**config.mk**
```make
export PLATFORM = sky130hd
export DESIGN_NAME = bpi_lane
export DESIGN_NICKNAME = d
export VERILOG_FILES = /design/src/rtl/bpi_pkg.sv /design/src/rtl/bpi_lane.sv
export SDC_FILE = /design/constraint.sdc
export NUM_CORES = 2
export LEC_CHECK = 0
export BUFFER_PORTS_ARGS = -buffer_cell sky130_fd_sc_hd__buf_4
export CORE_ASPECT_RATIO = 2
export CORE_MARGIN = 4
export CORE_UTILIZATION = 55
export DETAILED_ROUTE_END_ITERATION = 16
export PLACE_DENSITY = 0.72
export SLEW_MARGIN = 20
export SYNTH_ARGS = -nofsm -noshare
export SYNTH_HDL_FRONTEND = slang
export SYNTH_SLANG_ARGS = --single-unit
```
**constraint.sdc**
```tcl
create_clock -name clk -period 7.55 [get_ports clk]
set_input_delay 0.755 -clock clk [delete_from_list [all_inputs] [get_ports clk]]
set_output_delay 0.755 -clock clk [all_outputs]
set_load 0.03 [all_outputs]
```
**src/rtl/bpi_pkg.sv**
```systemverilog
// Shared types and constants of the bicubic pixel interpolator.
// Used by every module of the block; depends on nothing.
`timescale 1ns / 1ps

package bpi_pkg;

  localparam int TAPS       = 4;
  localparam int PIX_W      = 8;
  localparam int ROW_W      = TAPS * PIX_W;
  localparam int FRAC_IN_W  = 8;
  localparam int FRAC_BITS_DEFAULT = 8;

  // Kernel coefficient a, Q.8.
  localparam int COEFF_W    = 9;
  localparam int COEFF_FRAC = 8;
  localparam int COEFF_RESET = -128;
  localparam int COEFF_ONE  = 1 << COEFF_FRAC;
  localparam int A2_OFS     = 2 * COEFF_ONE;  // 2 in Q.8, the offset of a + 2
  localparam int A3_OFS     = 3 * COEFF_ONE;  // 3 in Q.8, the offset of a + 3

  // Weights are signed Q2.14; the final sum carries two weights' fractions.
  localparam int WGT_W      = 16;
  localparam int WGT_FRAC   = 14;
  localparam int SUM_FRAC   = 2 * WGT_FRAC;

  // Lane and merge arithmetic widths.
  localparam int PROD_W     = PIX_W + 1 + WGT_W;
  localparam int ACC_W      = PROD_W + 2;
  localparam int LANE_W     = ACC_W + WGT_W;
  localparam int SUM_W      = LANE_W + 2;

  // Pipeline depth of each section.
  localparam int W_STAGES   = 4;
  localparam int L_STAGES   = 3;
  localparam int M_STAGES   = 2;
  localparam int N_STAGES   = W_STAGES + L_STAGES + M_STAGES;

  // Configuration port.
  localparam int APB_ADDR_W = 3;
  localparam int APB_DATA_W = 32;
  localparam int REG_IDX_W  = APB_ADDR_W - 2;
  localparam logic [REG_IDX_W-1:0] REG_KERNEL_COEFF = 1'b0;

  typedef logic signed [WGT_W-1:0]   wgt_t;
  typedef logic signed [COEFF_W-1:0] coeff_t;
  typedef logic signed [LANE_W-1:0]  lane_t;
  typedef logic [TAPS-1:0][ROW_W-1:0] row_set_t;

  // Per-stage load enables, one bit per pipeline register stage.
  typedef struct packed {
    logic [W_STAGES-1:0] wgt;
    logic [L_STAGES-1:0] lane;
    logic [M_STAGES-1:0] mrg;
  } bpi_adv_t;

endpackage

```
**src/rtl/bpi_lane.sv**
```systemverilog
// One window row lane: weighs four samples by the column weights, then by the
// row weight, over three pipeline stages. Depends on bpi_pkg.
`timescale 1ns / 1ps

module bpi_lane (
  input  logic                     clk,
  input  bpi_pkg::bpi_adv_t        adv,
  input  logic [bpi_pkg::ROW_W-1:0] row,
  input  bpi_pkg::wgt_t            wcol [bpi_pkg::TAPS],
  input  bpi_pkg::wgt_t            wrow,
  output bpi_pkg::lane_t           lane_sum
);
  import bpi_pkg::*;

  logic signed [PROD_W-1:0] prod [TAPS];
  logic signed [ACC_W-1:0]  acc;
  wgt_t                     wrow_d1, wrow_d2;

  always_ff @(posedge clk) begin
    if (adv.lane[0]) begin
      for (int i = 0; i < TAPS; i++) begin
        prod[i] <= $signed(PROD_W'(row[i*PIX_W +: PIX_W])) * PROD_W'(wcol[i]);
      end
      wrow_d1 <= wrow;
    end
  end

  always_ff @(posedge clk) begin
    if (adv.lane[1]) begin
      acc <= ACC_W'(prod[0]) + ACC_W'(prod[1]) + ACC_W'(prod[2]) + ACC_W'(prod[3]);
      wrow_d2 <= wrow_d1;
    end
  end

  always_ff @(posedge clk) begin
    if (adv.lane[2]) begin
      lane_sum <= LANE_W'(acc) * LANE_W'(wrow_d2);
    end
  end

endmodule

```
==> summary.txt <==
synth unique cells - 60
initial antenna violation count - 8
CTS root buffer - clkbuf_16
Die Y - 396.2 µm
Routed WL - 99260 µm
HPWL after detailed placement - 83950 µm
FF-to-FF End - lane_sum[42]
# clock sinks - 202
largest net degree at the start of global routing - 64
Vias per Instance - 5.327
Max Cap Viol - 0
core footprint - 74800 µm²
CP Capture Type - flop
Slew @ Worst Pin - 0.9170 ns
Synth Instances - 4217
GRT overflow - 0
Area Overhead vs Synth - 7.812%
first-pass GRT wire length - 161700 µm
Synth area leader - fa_1
Worst Path Max Fanout - 16
io pins - 165
register area share after synthesis - 0.1463
number of synthesis warnings - 0
Post-CTS Resized - 0
hold_sp - wrow[14]
CTS tree - yes
die area - 80090 µm²
Avg Inst Size Synth - 9.830 µm²
final RePlAce weighted congestion - 0.9102
H-Tree Depth - 1
chip width - 202.1 µm
critical path class - reg2reg
synthesized net count - 5544
number of buffers created by CTS - 23
Async SR Flop Fraction - 0
Worst Path Required - 7.88 ns
clk_skew - 0.03547 ns
unrepaired setup endpoints after global routing - false
EDFF count, synth - 202
CP arrival - 7.44 ns
Vias - 28625
CTS Buffer Depth - 3
count of final setup violators - 0
f_max - 140.7 MHz
Area contributors post-synth - fa_1 42%, edfxtp_1 15%, ha_1 10%, inv_1 9.4%, and2_1 7.5%
worst r2r src - wrow_d2[12]
reg2reg setup slack - 0.44 ns
Nets - 5668
pins over their slew limit - 0
Yosys top cell area share - 0.4226
remaining antenna violation count after routing - 0
Setup TNS - 0 ns
Post-CTS Setup Repair Bufs - 0
PortBufs - 158
hold worst-path end - wrow_d1[14]
Hold WS - 0.3597 ns
Clock Latency Late Sink - 0.59 ns
ys flop type - edfxtp_1
most common cell in the synthesized netlist - inv_1
fin crit period - 7.106 ns
Critical Path Max Stage Delay - 0.95 ns
drt pass-1 iters - 9
layout cells sized above 1 - 0.06058
relative slew slack - 0.3887
FILL cells - 6482
drt initial violations - 1280
status - finished, final reports clean
class of the worst hold path - in2reg
Final Hold Vio Count - 0
Starting Density - 0.5542
wire length per cell - 18.47 µm
gr usage total - 0.2561
hold_buf cts - 0
floorplan row count - 142
Worst path slowest cell - edfxtp_1
vias in the first global route - 32383
most used cell, CP - fa_1
crit share post-route - 0.9412
Setup crit start kind - flop
reg2reg path depth - 19
Commonest cells post-synth - 1037 x inv_1, 875 x fa_1, 497 x and2_1
cells along the critical path - nand2_1, fa_1, inv_1, fa_1, fa_1, fa_1, fa_1, inv_1, fa_1, inv_1, ha_1, nand4_2, nor3_2, o211ai_1, a211oi_2, nor4_1, or3_4, o41ai_2, xnor2_1
hold depth - 1
Worst-path clk slew - 0.07 ns
Seq cells post-synth - 202
Mapped Area - 41450 µm²
Post-route DRC - 0
## worst max-delay path, delay by kind of cell, from the launching register on
family          cells  cell delay [ns]
fa+ha+maj           7             3.43
compound gates      3             1.08
simple gates        5             1.07
flops               1             0.95
buf+inv             3             0.16
xor+xnor            1             0.14
## cell families (layout without fill, tap and decap cells)
group / Yosys count / in the layout / synth area share
adder cells (fa/ha/maj): 1205 / 1205 / 0.5222
AND/OR/NAND/NOR: 1203 / 1203 / 0.1459
buffers and inverters: 1137 / 1278 / 0.1030
AO/OA/AOI/OAI: 312 / 312 / 0.04917
flip-flops: 202 / 202 / 0.1463
XOR/XNOR: 157 / 157 / 0.03317
multiplexers: 1 / 1 / 0.0002415
other: 0 / 8 / 0
## sequential cells by signal, summed over array words and instances, names as in the netlist
register / flops
acc: 27
wrow_d1: 16
lane_sum: 43
prod: 100
wrow_d2: 16
## per-layer routing
metal	track usage	wire, µm
met5	0	0
met2	0.5086	57170
met1	0.2481	30990
met4	0.1612	7598
met3	0.02299	3505
## layout by cell type (no fill, tap or decap), types with 25 or more instances in the layout
cell type / synthesis / final
nand3_1: 25 / 25
ha_1: 330 / 330
nand2_1: 483 / 483
o21ai_0: 32 / 32
xor2_1: 28 / 28
nor2_1: 95 / 95
a21oi_1: 110 / 110
buf_4: 0 / 193
xnor2_1: 129 / 129
inv_1: 1037 / 1037
and2_1: 497 / 497
edfxtp_1: 202 / 202
a21o_1: 49 / 49
fa_1: 875 / 875
## worst max-delay path by stage
| stage | depth (start not counted) | endpoint | startpoint | slack (ns) |
|---|---|---|---|---|
| final | 19 | lane_sum[42] | wrow_d2[12] | 0.44 |
| after global routing | 21 | lane_sum[42] | acc[7] | 0.20 |
| after CTS | 19 | lane_sum[42] | wrow_d2[12] | 0.48 |
| after detailed placement | 20 | lane_sum[42] | wrow_d2[4] | 0.45 |
| after global placement | 20 | lane_sum[42] | wrow_d2[4] | 0.52 |
| after floorplan | 24 | lane_sum[41] | wrow_d2[7] | 1.20 |
## through the flow
stage / setup WS, ns / util / instance area, µm² / cells
after global placement: 0.5157 / 0.5870 / 43910 / 5324
after CTS: 0.4807 / 0.5972 / 44670 / 5366
final: 0.4437 / 0.5975 / 44690 / 5374
after global routing: 0.2007 / 0.5975 / 44690 / 5374
after detailed placement: 0.4481 / 0.5870 / 43910 / 5324
after floorplan: 1.205 / - / 41450 / 4217
## layout make-up
| cell class | instances | area [µm²] | share of cell area |
|---|---|---|---|
| Timing Repair Buffer | 199 | 1569 | 0.03511 |
| Clock buffer | 23 | 575.6 | 0.01288 |
| Sequential cell | 202 | 6066 | 0.1357 |
| Tap cell | 1008 | 1261 | 0.02822 |
| Multi-Input combinational cell | 2878 | 31120 | 0.6963 |
| Clock inverter | 19 | 187.7 | 0.004200 |
| Antenna cell | 8 | 20.02 | 0.0004480 |
| Inverter | 1037 | 3892 | 0.08710 |
Power is left out: the tool's default activity adds up to more than one toggle a clock period on the data nets, which glitch-free logic cannot reach.
