## config.mk

```make
export PLATFORM = sky130hd
export DESIGN_NAME = bpi_merge
export DESIGN_NICKNAME = d
export VERILOG_FILES = /design/src/rtl/bpi_pkg.sv /design/src/rtl/bpi_merge.sv
export SDC_FILE = /design/constraint.sdc
export NUM_CORES = 1
export LEC_CHECK = 0
export BUFFER_PORTS_ARGS = -buffer_cell sky130_fd_sc_hd__buf_2
export CORE_MARGIN = 2
export CORE_UTILIZATION = 54
export DETAILED_ROUTE_END_ITERATION = 8
export GPL_TIMING_DRIVEN = 0
export MAX_ROUTING_LAYER = met4
export PLACE_DENSITY = 0.83
export SYNTH_ARGS = -nofsm -noshare
export SYNTH_HDL_FRONTEND = slang
export SYNTH_SLANG_ARGS = --single-unit
export TNS_END_PERCENT = 1
```

## constraint.sdc

```tcl
create_clock -name clk -period 7.5 [get_ports clk]
set_input_delay 0.375 -clock clk [delete_from_list [all_inputs] [get_ports clk]]
set_output_delay 0.375 -clock clk [all_outputs]
set_load 0.02 [all_outputs]
```

## src/rtl/bpi_pkg.sv

```systemverilog
// Shared types and constants of the bicubic pixel interpolator.
// Used by every module of the block; depends on nothing.
`timescale 1ns / 1ps

package bpi_pkg;

  localparam int TAPS       = 4;
  localparam int PIX_W      = 8;
  localparam int ROW_W      = TAPS * PIX_W;
  localparam int FRAC_IN_W  = 8;
  localparam int FRAC_BITS_DEFAULT = 8;

  // Kernel coefficient a, Q.8.
  localparam int COEFF_W    = 9;
  localparam int COEFF_FRAC = 8;
  localparam int COEFF_RESET = -128;
  localparam int COEFF_ONE  = 1 << COEFF_FRAC;
  localparam int A2_OFS     = 2 * COEFF_ONE;  // 2 in Q.8, the offset of a + 2
  localparam int A3_OFS     = 3 * COEFF_ONE;  // 3 in Q.8, the offset of a + 3

  // Weights are signed Q2.14; the final sum carries two weights' fractions.
  localparam int WGT_W      = 16;
  localparam int WGT_FRAC   = 14;
  localparam int SUM_FRAC   = 2 * WGT_FRAC;

  // Lane and merge arithmetic widths.
  localparam int PROD_W     = PIX_W + 1 + WGT_W;
  localparam int ACC_W      = PROD_W + 2;
  localparam int LANE_W     = ACC_W + WGT_W;
  localparam int SUM_W      = LANE_W + 2;

  // Pipeline depth of each section.
  localparam int W_STAGES   = 4;
  localparam int L_STAGES   = 3;
  localparam int M_STAGES   = 2;
  localparam int N_STAGES   = W_STAGES + L_STAGES + M_STAGES;

  // Configuration port.
  localparam int APB_ADDR_W = 3;
  localparam int APB_DATA_W = 32;
  localparam int REG_IDX_W  = APB_ADDR_W - 2;
  localparam logic [REG_IDX_W-1:0] REG_KERNEL_COEFF = 1'b0;

  typedef logic signed [WGT_W-1:0]   wgt_t;
  typedef logic signed [COEFF_W-1:0] coeff_t;
  typedef logic signed [LANE_W-1:0]  lane_t;
  typedef logic [TAPS-1:0][ROW_W-1:0] row_set_t;

  // Per-stage load enables, one bit per pipeline register stage.
  typedef struct packed {
    logic [W_STAGES-1:0] wgt;
    logic [L_STAGES-1:0] lane;
    logic [M_STAGES-1:0] mrg;
  } bpi_adv_t;

endpackage

```

## src/rtl/bpi_merge.sv

```systemverilog
// Merges the four lane sums, then rounds and clamps into the output register.
// Depends on bpi_pkg.
`timescale 1ns / 1ps

module bpi_merge (
  input  logic                     clk,
  input  bpi_pkg::bpi_adv_t        adv,
  input  bpi_pkg::lane_t           lane_sum [bpi_pkg::TAPS],
  output logic [bpi_pkg::PIX_W-1:0] pixel_out
);
  import bpi_pkg::*;

  localparam int VW = SUM_W - SUM_FRAC;
  localparam logic signed [SUM_W-1:0] RND_HALF = SUM_W'(1) << (SUM_FRAC - 1);
  localparam logic [VW-1:0] PIX_MAX = VW'((1 << PIX_W) - 1);

  logic signed [SUM_W-1:0] total, rounded;
  logic [VW-1:0]           whole;
  logic [PIX_W-1:0]        pix_c;

  always_ff @(posedge clk) begin
    if (adv.mrg[0]) begin
      total <= SUM_W'(lane_sum[0]) + SUM_W'(lane_sum[1]) +
               SUM_W'(lane_sum[2]) + SUM_W'(lane_sum[3]);
    end
  end

  // Ties round upward; a negative total gives black, an overflow gives white.
  assign rounded = total + RND_HALF;
  assign whole   = rounded[SUM_W-1:SUM_FRAC];

  always_comb begin
    if (total[SUM_W-1]) begin
      pix_c = '0;
    end else if (whole > PIX_MAX) begin
      pix_c = PIX_MAX[PIX_W-1:0];
    end else begin
      pix_c = whole[PIX_W-1:0];
    end
  end

  always_ff @(posedge clk) begin
    if (adv.mrg[1]) begin
      pixel_out <= pix_c;
    end
  end

endmodule

```

==> run summary <==
## Power and ir drop
* 0.4605 — switching part of the total
* 0.0007692 W — Internal Pwr Total
* 0.07482 mV — highest ir drop seen on vdd
* 0.080 — share of total power in the clock network
* 0.0006565 W — Switching Power
* 0.217 — Sequential Power Share
* 3.857 nW — reported leakage power
* 207.5 mW/mm² — power per cell area
* 0.703 — Gate power share

## Cells and area
* sky130_fd_sc_hd__inv_1 (249), sky130_fd_sc_hd__buf_2 (183), sky130_fd_sc_hd__fa_1 (86) — highest-count cells in the layout ignoring fill and taps
* 856 — number of fill cells in the layout
* 0.2403 — share of layout cells above drive strength 1
* sky130_fd_sc_hd__inv_1 — most common library cell in the layout ignoring fill and taps
* 20.15% — synthesis-to-layout area growth
* 0 — number of diodes
* 0.003975 mm² — total area of multi-input combinational cells
* 0.006870 mm² — cell area after layout
* 1186 — net count of the finished layout
* 780.7 µm² — FF/Latch Area

## Worst hold path
* input port to flip-flop — worst hold path type
* pixel_out[7]$_SDFFCE_PP0P_ — end of the worst hold path
* adv[1] — hold_sp
* 1 — Hold Path Cell Cnt

## Critical path
* 2 — CP Max Fanout
* total[29]$_DFFE_PP_ — worst r2r src
* input port — category of the worst setup path launch point
* pixel_out[0]$_SDFFCE_PP0P_ — critical register-to-register path endpoint
* 3.66 ns — data arrival time of the critical path
* input port to flip-flop — path type of the worst setup path
* flip-flop — Worst setup EP type
* 9 — number of cells on the worst reg-to-reg path
* 7.53 ns — WP data required
* 5.37 ns — register-to-register path setup slack

## CTS
* 0 — Post-CTS Hold Buffers
* 2 — buffer depth of the longest clock path
* 0 — post-CTS setup repair buffer count
* sky130_fd_sc_hd__clkbuf_8 — clock root buffer master
* 26 — clock sink total
* 0 — Gates resized, CTS repair
* 3 — number of CTS-inserted buffers
* 0.08 ns — clock-pin transition on the worst setup and hold timing paths
* 1 — H-tree levels
* built — TritonCTS clock tree
* 0.27 ns — Clock Latency Late Sink

## STA
* 0.5187 ns — transition time of the tightest slew-check pin
* 0.4845 — final clock period utilization by the worst path
* 0 — total setup violations reported at the end of the flow
* no — RSZ-0062 raised after global routing
* 275.2 MHz — Max Clk Rate
* 0.003023 ns — setup clock skew after layout
* 0 ns — total negative slack for setup checks
* 0.6453 — headroom to the max-slew limit
* 3.634 ns — minimum clock period after layout
* 0 — final number of hold-violating endpoints
* 0 — Slew Limit Fails

## Floorplanning
* 190 — top-level I/O count
* 37 — FP Rows
* 106.9 µm — Die H
* 0.01032 mm² — area inside the core boundary
* 0.01143 mm² — die area
* 0.5539 — starting density of the core
* 106.9 µm — die span in x

## Yosys
* 999 — syn_nets
* 8.311 µm² — Avg Synthesized Cell Area
* 0 — number of warning messages in the yosys log
* 26 — post-synthesis register bit count
* 57 — number of distinct library cells after synthesis
* 0.3011 — area share of the largest cell type after synthesis
* sky130_fd_sc_hd__edfxtp_1 — ys flop type
* 0 — ys async rst share
* sky130_fd_sc_hd__fa_1 — cell taking the most area after synthesis
* 0.1365 — portion of the post-synthesis area used by sequential elements
* sky130_fd_sc_hd__fa_1 (30%), sky130_fd_sc_hd__inv_1 (16%), sky130_fd_sc_hd__edfxtp_1 (14%) — largest cells by area after synthesis
* 688 — Cells after Synth
* 26 — EDFF count, synth
* 0.005718 mm² — mapped cell area

## Flow run
* 0 — number of maximum-capacitance violations

## Run status
* finished, final reports clean — outcome

## Global routing
* 0.2092 — all-layer global routing usage
* 19620 µm — wire length of the first global-routing pass
* 0 — initial antenna violation count
* 19 — maximum number of pins on one net before global-route repair
* 4914 — vias in the first global route
* 0 — GRT overflow

## Route
* 0 — count of nets left with antenna violations after detail routing
* 207 — iteration-0 DRC count of the detailed router
* 4 — length of the first detailed-routing pass in iterations
* 4.826 — detailed-route vias per instance
* 10.62 µm — average wire per standard cell
* 10730 µm — Post-Route WL
* 4874 — total via count in the routed design
* 0 — Remaining DRCs

## Place
* 0.006799 mm² — Post-Place Cell Area
* 0.8209 — Placer Congestion
* 182 — # port buffers
* 9761 µm — DPL Wire Length

critical path, cell delays in order:
cell and delay [ns]:
sky130_fd_sc_hd__buf_2 0.08, sky130_fd_sc_hd__inv_1 0.05, sky130_fd_sc_hd__fa_1 0.53, sky130_fd_sc_hd__inv_1 0.05
sky130_fd_sc_hd__fa_1 0.45, sky130_fd_sc_hd__ha_1 0.30, sky130_fd_sc_hd__nand4b_1 0.13, sky130_fd_sc_hd__a211oi_1 0.27
sky130_fd_sc_hd__o311ai_1 0.14, sky130_fd_sc_hd__a2111oi_0 0.55, sky130_fd_sc_hd__nor3b_1 0.17, sky130_fd_sc_hd__o41ai_2 0.25
sky130_fd_sc_hd__o22ai_1 0.15, sky130_fd_sc_hd__xnor2_1 0.16
registers in the layout (all words and copies together) (netlist names):
| name | count |
|---|---|
| pixel_out | 8 |
| total | 18 |
final cells by class:
type | count | share of cell area
plain buffers | 4 | 0.004007
clock buffers | 3 | 0.006010
clock inverters | 1 | 0.004371
inverters | 249 | 0.1360
multi-input cells | 409 | 0.5786
flip-flops and latches | 26 | 0.1136
well taps | 136 | 0.02477
repair buffers | 182 | 0.1326
power by group through the flow:
stage / Sequential [W] / Clock (W) / Combinational (W)
final: 0.000310 / 0.000113 / 0.00100
after global routing: 0.000321 / 0.000119 / 0.00115
after CTS: 0.000310 / 0.000113 / 0.00101
after detailed placement: 0.000312 / 0 / 0.000997
after global placement: 0.000309 / 0 / 0.000975
after floorplan: 0.000320 / 0 / 0.000760
synthesized netlist by cell type (2+ instances only):
| cell type | instances |
|---|---|
| sky130_fd_sc_hd__nor3_1 | 12 |
| sky130_fd_sc_hd__and3_1 | 5 |
| sky130_fd_sc_hd__ha_1 | 43 |
| sky130_fd_sc_hd__nor2_1 | 31 |
| sky130_fd_sc_hd__o21bai_1 | 6 |
| sky130_fd_sc_hd__o21a_1 | 6 |
| sky130_fd_sc_hd__xor2_1 | 8 |
| sky130_fd_sc_hd__a211o_1 | 3 |
| sky130_fd_sc_hd__a21o_1 | 9 |
| sky130_fd_sc_hd__o21ai_1 | 5 |
| sky130_fd_sc_hd__a2111oi_0 | 2 |
| sky130_fd_sc_hd__a31oi_1 | 3 |
| sky130_fd_sc_hd__a31o_2 | 2 |
| sky130_fd_sc_hd__edfxtp_1 | 26 |
| sky130_fd_sc_hd__a211oi_1 | 4 |
| sky130_fd_sc_hd__inv_1 | 249 |
| sky130_fd_sc_hd__a41oi_1 | 2 |
| sky130_fd_sc_hd__a21oi_1 | 42 |
| sky130_fd_sc_hd__a21oi_2 | 8 |
| sky130_fd_sc_hd__nand2_1 | 36 |
| sky130_fd_sc_hd__nand3_1 | 12 |
| sky130_fd_sc_hd__o211ai_1 | 5 |
| sky130_fd_sc_hd__xnor2_1 | 15 |
| sky130_fd_sc_hd__and4_1 | 3 |
| sky130_fd_sc_hd__nand4_1 | 9 |
| sky130_fd_sc_hd__o22ai_1 | 3 |
| sky130_fd_sc_hd__o21ai_0 | 18 |
| sky130_fd_sc_hd__nor2b_1 | 7 |
| sky130_fd_sc_hd__fa_1 | 86 |
kinds of logic (layout without fill, tap and decap cells):
family                     Yosys count  in the layout  share of synthesized area
and+or+nand+nor                    129            129                     0.1164
DFF                                 26             26                     0.1365
adders and majority gates          129            129                     0.3952
AOI/OAI and AO/OA                  128            128                     0.1484
xor gates and xnor gates            23             23                    0.03523
buffers and inverters              253            439                     0.1683
per-layer routing:
metal / GRT usage / vias to the layer above / part of all wire
li1: - / 2509 / -
met1: 0.2635 / 2200 / 0.44
met2: 0.3703 / 150 / 0.48
met3: 0.02188 / 15 / 0.060
met4: 0.03989 / 0 / 0.013
met5: - / - / 0
metrics by stage:
stage / instances / util / total power (W) / setup slack, ns / hold WS (ns)
floorplan: 688 / - / 0.001080 / 4.127 / 0.4875
global placement: 1006 / 0.6586 / 0.001285 / 3.606 / 0.6562
detailed placement: 1006 / 0.6586 / 0.001309 / 3.611 / 0.6610
CTS: 1010 / 0.6655 / 0.001429 / 3.857 / 0.4412
global route: 1010 / 0.6655 / 0.001595 / 3.685 / 0.4430
finish: 1010 / 0.6655 / 0.001426 / 3.866 / 0.4277
worst max-delay path by stage:
stage | start | to
CTS | lane_sum[2] | total[31]$_DFFE_PP_
global route | lane_sum[2] | total[31]$_DFFE_PP_
global placement | lane_sum[2] | total[31]$_DFFE_PP_
finish | lane_sum[2] | total[31]$_DFFE_PP_
floorplan | lane_sum[27] | total[44]$_DFFE_PP_
detailed placement | lane_sum[2] | total[31]$_DFFE_PP_
Note: power is estimated with default switching activity, not from simulation.
