### src/rtl/bpi_pkg.sv
// Shared types and constants of the bicubic pixel interpolator.
// Used by every module of the block; depends on nothing.
`timescale 1ns / 1ps

package bpi_pkg;

  localparam int TAPS       = 4;
  localparam int PIX_W      = 8;
  localparam int ROW_W      = TAPS * PIX_W;
  localparam int FRAC_IN_W  = 8;
  localparam int FRAC_BITS_DEFAULT = 8;

  // Kernel coefficient a, Q.8.
  localparam int COEFF_W    = 9;
  localparam int COEFF_FRAC = 8;
  localparam int COEFF_RESET = -128;
  localparam int COEFF_ONE  = 1 << COEFF_FRAC;
  localparam int A2_OFS     = 2 * COEFF_ONE;  // 2 in Q.8, the offset of a + 2
  localparam int A3_OFS     = 3 * COEFF_ONE;  // 3 in Q.8, the offset of a + 3

  // Weights are signed Q2.14; the final sum carries two weights' fractions.
  localparam int WGT_W      = 16;
  localparam int WGT_FRAC   = 14;
  localparam int SUM_FRAC   = 2 * WGT_FRAC;

  // Lane and merge arithmetic widths.
  localparam int PROD_W     = PIX_W + 1 + WGT_W;
  localparam int ACC_W      = PROD_W + 2;
  localparam int LANE_W     = ACC_W + WGT_W;
  localparam int SUM_W      = LANE_W + 2;

  // Pipeline depth of each section.
  localparam int W_STAGES   = 4;
  localparam int L_STAGES   = 3;
  localparam int M_STAGES   = 2;
  localparam int N_STAGES   = W_STAGES + L_STAGES + M_STAGES;

  // Configuration port.
  localparam int APB_ADDR_W = 3;
  localparam int APB_DATA_W = 32;
  localparam int REG_IDX_W  = APB_ADDR_W - 2;
  localparam logic [REG_IDX_W-1:0] REG_KERNEL_COEFF = 1'b0;

  typedef logic signed [WGT_W-1:0]   wgt_t;
  typedef logic signed [COEFF_W-1:0] coeff_t;
  typedef logic signed [LANE_W-1:0]  lane_t;
  typedef logic [TAPS-1:0][ROW_W-1:0] row_set_t;

  // Per-stage load enables, one bit per pipeline register stage.
  typedef struct packed {
    logic [W_STAGES-1:0] wgt;
    logic [L_STAGES-1:0] lane;
    logic [M_STAGES-1:0] mrg;
  } bpi_adv_t;

endpackage

### src/rtl/bpi_weight_unit.sv
// Four-stage Keys cubic weight generator for one fractional position.
// Depends on bpi_pkg.
`timescale 1ns / 1ps

module bpi_weight_unit #(
  parameter int FRAC_BITS = bpi_pkg::FRAC_BITS_DEFAULT
) (
  input  logic                         clk,
  input  bpi_pkg::bpi_adv_t            adv,
  input  logic [bpi_pkg::FRAC_IN_W-1:0] frac,
  input  bpi_pkg::coeff_t              coeff,
  output bpi_pkg::wgt_t                wgt [bpi_pkg::TAPS]
);
  import bpi_pkg::*;

  localparam int TW  = FRAC_BITS + 1;
  localparam int SQW = 2 * TW;
  localparam int MW  = FRAC_BITS + 12;
  localparam int PW  = FRAC_BITS + 10;
  localparam int NW  = 3 * FRAC_BITS + 12;
  localparam int K   = 3 * FRAC_BITS + COEFF_FRAC - WGT_FRAC;

  localparam logic [TW-1:0] T_MASK = TW'((1 << FRAC_BITS) - 1);
  localparam logic [TW-1:0] S_ONE  = TW'(1) << FRAC_BITS;
  localparam logic signed [NW-1:0] BIAS = NW'(1) << (3 * FRAC_BITS + COEFF_FRAC);
  localparam logic signed [NW-1:0] HALF = NW'(1) << (K - 1);

  // Stage 1: t, u = S - t and their products.
  logic [TW-1:0]  t_c, u_c, t_r, u_r;
  logic [SQW-1:0] t2_r, u2_r, tu_r, t2_d, u2_d, tu_d;

  assign t_c = TW'(frac) & T_MASK;
  assign u_c = S_ONE - t_c;

  always_ff @(posedge clk) begin
    if (adv.wgt[0]) begin
      t_r  <= t_c;
      u_r  <= u_c;
      t2_r <= SQW'(t_c) * SQW'(t_c);
      u2_r <= SQW'(u_c) * SQW'(u_c);
      tu_r <= SQW'(t_c) * SQW'(u_c);
    end
  end

  // Stage 2: linear factors of the cubic terms.
  logic signed [MW-1:0] cp2, cp3, m1_r, m2_r;
  logic signed [PW-1:0] p0_r, p3_r;

  assign cp2 = MW'(coeff) + MW'(A2_OFS);
  assign cp3 = MW'(coeff) + MW'(A3_OFS);

  always_ff @(posedge clk) begin
    if (adv.wgt[1]) begin
      m1_r <= $signed(MW'(t_r)) * cp2 - (cp3 <<< FRAC_BITS);
      m2_r <= $signed(MW'(u_r)) * cp2 - (cp3 <<< FRAC_BITS);
      p0_r <= $signed(PW'(u_r)) * PW'(coeff);
      p3_r <= $signed(PW'(t_r)) * PW'(coeff);
      t2_d <= t2_r;
      u2_d <= u2_r;
      tu_d <= tu_r;
    end
  end

  // Stage 3: exact numerators over 256 * S^3.
  logic signed [NW-1:0] n_r [TAPS];

  always_ff @(posedge clk) begin
    if (adv.wgt[2]) begin
      n_r[0] <= NW'(p0_r) * $signed(NW'(tu_d));
      n_r[1] <= $signed(NW'(t2_d)) * NW'(m1_r) + BIAS;
      n_r[2] <= $signed(NW'(u2_d)) * NW'(m2_r) + BIAS;
      n_r[3] <= NW'(p3_r) * $signed(NW'(tu_d));
    end
  end

  // Stage 4: round to Q2.14, half away from zero. For a negative numerator
  // adding half minus one before the arithmetic shift gives the same result.
  logic signed [NW-1:0] rnd [TAPS];

  always_comb begin
    for (int i = 0; i < TAPS; i++) begin
      rnd[i] = n_r[i] + HALF - $signed(NW'(n_r[i][NW-1]));
    end
  end

  always_ff @(posedge clk) begin
    if (adv.wgt[3]) begin
      for (int i = 0; i < TAPS; i++) begin
        wgt[i] <= WGT_W'(rnd[i] >>> K);
      end
    end
  end

endmodule

### config.mk
export PLATFORM = sky130hd
export DESIGN_NAME = bpi_weight_unit
export DESIGN_NICKNAME = d
export VERILOG_FILES = /design/src/rtl/bpi_pkg.sv /design/src/rtl/bpi_weight_unit.sv
export SDC_FILE = /design/constraint.sdc
export NUM_CORES = 2
export LEC_CHECK = 0
export ABC_AREA = 1
export BUFFER_PORTS_ARGS = -buffer_cell sky130_fd_sc_hd__buf_2
export CORE_ASPECT_RATIO = 0.75
export CORE_UTILIZATION = 30
export DETAILED_ROUTE_END_ITERATION = 16
export PLACE_DENSITY = 0.46
export RECOVER_POWER = 50
export SLEW_MARGIN = 10
export SYNTH_ARGS = -nofsm -noshare
export SYNTH_HDL_FRONTEND = slang
export SYNTH_SLANG_ARGS = --single-unit
export TNS_END_PERCENT = 20
### constraint.sdc
create_clock -name clk -period 11.75 [get_ports clk]
set_clock_uncertainty 0.2 [all_clocks]
set_input_delay 2.35 -clock clk [delete_from_list [all_inputs] [get_ports clk]]
set_output_delay 2.35 -clock clk [all_outputs]
set_load 0.03 [all_outputs]
==> Flow_metrics.wiki <==
{| class="wikitable"
! Metric !! Value
|-
| Status || finished, violations left
|-
| Failing checks || design-rule violations, max-capacitance violations, max-slew violations
|-
| Final number of hold-violating endpoints || 0
|-
| Top-level I/O count || 91
|-
| Most used standard cell by instance count after synthesis || sky130_fd_sc_hd__inv_1
|-
| Number of setup violations in the final report || 0
|-
| # resized after CTS || 0
|-
| Area of the core || 279,000 µm²
|-
| Number of instances in the synthesized netlist || 10,500
|-
| Die H || 461 µm
|-
| Share of Yosys cell area claimed by the top area cell type || 34.0%
|-
| Die Area || 283,000 µm²
|-
| Ranking of synthesized cells by area || sky130_fd_sc_hd__fa_1 (34%), sky130_fd_sc_hd__ha_1 (14%), sky130_fd_sc_hd__edfxtp_1 (13%), sky130_fd_sc_hd__inv_1 (13%), sky130_fd_sc_hd__nand2_1 (11%)
|-
| DRC violations left || 8
|-
| Distinct cells, synth || 54
|-
| Data required time of the worst path || 11,980 ps
|-
| Average cell area after synthesis || 8.06 µm²
|-
| Setup TNS after final layout || 0 ps
|-
| Post-CTS setup-driven buffer insertion count || 0
|-
| Number of clock sinks || 378
|-
| Normalized max-slew margin || -166%
|-
| Crit path DAT || 8260 ps
|-
| I/O Buffers || 85
|-
| Via count of the routed design || 63,300
|-
| Class of the most critical hold timing path || register to register
|-
| RD Place Congestion || 0.893
|-
| Number of flip-flops and latches in the synthesized netlist || 378
|-
| Drt via density || 4.47
|-
| Measured slew at the worst slew-check pin || 3990 ps
|-
| Area occupied by multi-input gates || 60,400 µm²
|-
| Final clock period utilization by the worst path || 68.4%
|-
| Proportion of synthesized flip-flops having asynchronous set or reset || 0%
|-
| Number of H-tree branching levels || 2
|-
| Most numerous cell types in the synthesized netlist || sky130_fd_sc_hd__inv_1 (3,017), sky130_fd_sc_hd__nand2_1 (2,511), sky130_fd_sc_hd__fa_1 (1,432)
|-
| Maximum number of pins on one net before global-route repair || 62
|-
| Top achievable clock speed || 0.124 GHz
|-
| Highest net fanout along the worst path || 15
|-
| Effective utilization at floorplan || 30.2%
|-
| Fillcell total || 29,700
|-
| Number of hold buffers added after CTS || 0
|-
| Worst slack after detailed placement || 3560 ps
|-
| Minimum hold slack || 203 ps
|-
| Total wire length after detailed routing || 232,000 µm
|-
| Site row count || 168
|-
| Largest area contributor in the netlist || sky130_fd_sc_hd__fa_1
|-
| Maximum clock path buffer count || 3
|-
| Final ANT Viol Nets || 0
|-
| Clock buffers created by TritonCTS || 55
|-
| All-layer global routing usage || 16.8%
|-
| TritonRoute pass-1 iters || 14
|-
| Post-route setup slack || 3720 ps
|-
| Final Slew Violations || 336
|-
| Antenna violations before repair || 20
|-
| Count of maximum capacitance violations || 8
|-
| CTS tree || built
|-
| Latest clock arrival within the worst-skew pair || 720 ps
|-
| Kind of end point of the critical path || register
|-
| FF/Latch Area || 11,400 µm²
|-
| RSZ-0062 raised after global routing || no
|-
| DR iter-0 viols || 3,512
|-
| Proportion of synthesized chip area in sequential cells || 13.5%
|-
| Most used flip-flop cell after synthesis || sky130_fd_sc_hd__edfxtp_1
|-
| Synth warn || 0
|-
| Crit path kind || input pin to register
|-
| Final net count || 12,800
|-
| Final routed wire length divided by cell count || 16.4 µm
|-
| Final non-filler cell area || 90,400 µm²
|-
| GRT overflow || 0
|-
| Area Overhead vs Synth || 7.34%
|-
| Detail Placement HPWL || 192,000 µm
|-
| Number of enable flip-flop cells after synthesis || 378
|-
| Proportion of layout cells with a drive suffix above 1 || 2.38%
|-
| Wire length of the first global-routing pass || 375,000 µm
|-
| Clock-pin transition on the worst setup and hold timing paths || 70 ps
|-
| Vias in the first global route || 67,300
|-
| Final worst path period need || 8030 ps
|-
| Setup crit start kind || input pin
|-
| Die width || 614 µm
|-
| Placed cell areas || 88,600 µm²
|-
| Synthesized cell area || 84,200 µm²
|-
| Clk Tree Root Cell || sky130_fd_sc_hd__clkbuf_16
|}
## layout by cell type (no fill, tap or decap), drive strengths merged, types with 3 or more instances in the layout
cell type  netlist  final
diode            0      9
or2             10     10
fa            1432   1432
o21a             9      9
a211oi           4      4
a21boi          25     25
and3            14     14
nor2           504    504
edfxtp         378    378
nor3            54     54
nand4           53     53
o211ai          12     12
ha             972    972
nand3b          14     14
nand2         2514   2514
nor4            12     12
a21oi          339    339
inv           3021   3032
clkinvlp         0      3
o21bai          54     54
clkbuf         305     77
o21ai          153    153
o2111ai          7      7
clkinv           2     21
o31ai            4      4
nand3          233    233
and2             4      4
xnor2           62     62
a21o            46     46
bufinv           0      6
a31oi           25     25
buf             12    122
conb             2     21
xor2           171    171
## flip-flops by register name, indices dropped and copies added (netlist names)
register	count
m2_r	19
p0_r	15
t2_r	13
u_r	9
t_r	7
p3_r	16
u2_r	16
t2_d	13
tu_d	16
wgt	64
m1_r	20
u2_d	17
tu_r	16
n_r	137
## worst max-delay path: stages
cell	delay [ps]
sky130_fd_sc_hd__clkbuf_1	630
sky130_fd_sc_hd__clkinv_1	530
sky130_fd_sc_hd__ha_1	360
sky130_fd_sc_hd__nand3_1	130
sky130_fd_sc_hd__nor3_1	60
sky130_fd_sc_hd__ha_1	640
sky130_fd_sc_hd__nor2_1	140
sky130_fd_sc_hd__fa_1	600
sky130_fd_sc_hd__inv_1	60
sky130_fd_sc_hd__fa_1	480
sky130_fd_sc_hd__inv_1	50
sky130_fd_sc_hd__fa_1	490
sky130_fd_sc_hd__fa_1	410
sky130_fd_sc_hd__ha_1	350
sky130_fd_sc_hd__a21oi_1	310
sky130_fd_sc_hd__o21ai_0	170
sky130_fd_sc_hd__a21oi_1	220
sky130_fd_sc_hd__o21ai_1	110
sky130_fd_sc_hd__xor2_1	150
## per-layer routing
layer  wire [µm]  share of wire [%]  up-vias  global-route usage (%)
li1            -                  -    30500                       -
met1      116000                 50    31200                    25.0
met2       96800                 42     1335                    25.3
met3       14600                6.3      187                    3.02
met4        4400                1.9        4                    3.55
met5          30              0.013        -                       0
## per-stage QoR
| stage | utilization, % | instances |
|---|---|---|
| global placement | 31.7 | 14000 |
| CTS | 32.4 | 14100 |
| global route | 32.4 | 14100 |
| floorplan | - | 10500 |
| detailed placement | 31.7 | 14000 |
| finish | 32.4 | 14100 |
## worst paths after layout
path | from | end | slack [ps] | cells past startpoint
max reg2reg | m1_r[0] | n_r[2][35] | 3740 | 21
min | u2_r[5] | u2_d[5] | 200 | 0
min reg2reg | u2_r[5] | u2_d[5] | 200 | 0
max | frac[1] | u2_r[13] | 3720 | 19
## cells by family after synthesis
logic type,count (synthesis),share of synthesized area [%]
adder cells (fa/ha/maj),2404,48.5
XOR/XNOR,233,2.42
AO/OA/AOI/OAI,683,4.64
buffers and inverters,3340,14.9
other,2,0.00891
flip-flops,378,13.5
AND/OR/NAND/NOR,3415,16.1
## cell type report
type / count / share of cell area [%]
diodes: 9 / 0.0249
multi-input cells: 6756 / 66.8
flip-flops and latches: 378 / 12.6
clock inverters: 39 / 0.470
repair buffers: 140 / 0.885
clock buffers: 59 / 1.54
inverters: 3023 / 12.5
well taps: 3740 / 5.17
Power is left out: the tool's default activity adds up to more than one toggle a clock period on the data nets, which glitch-free logic cannot reach.
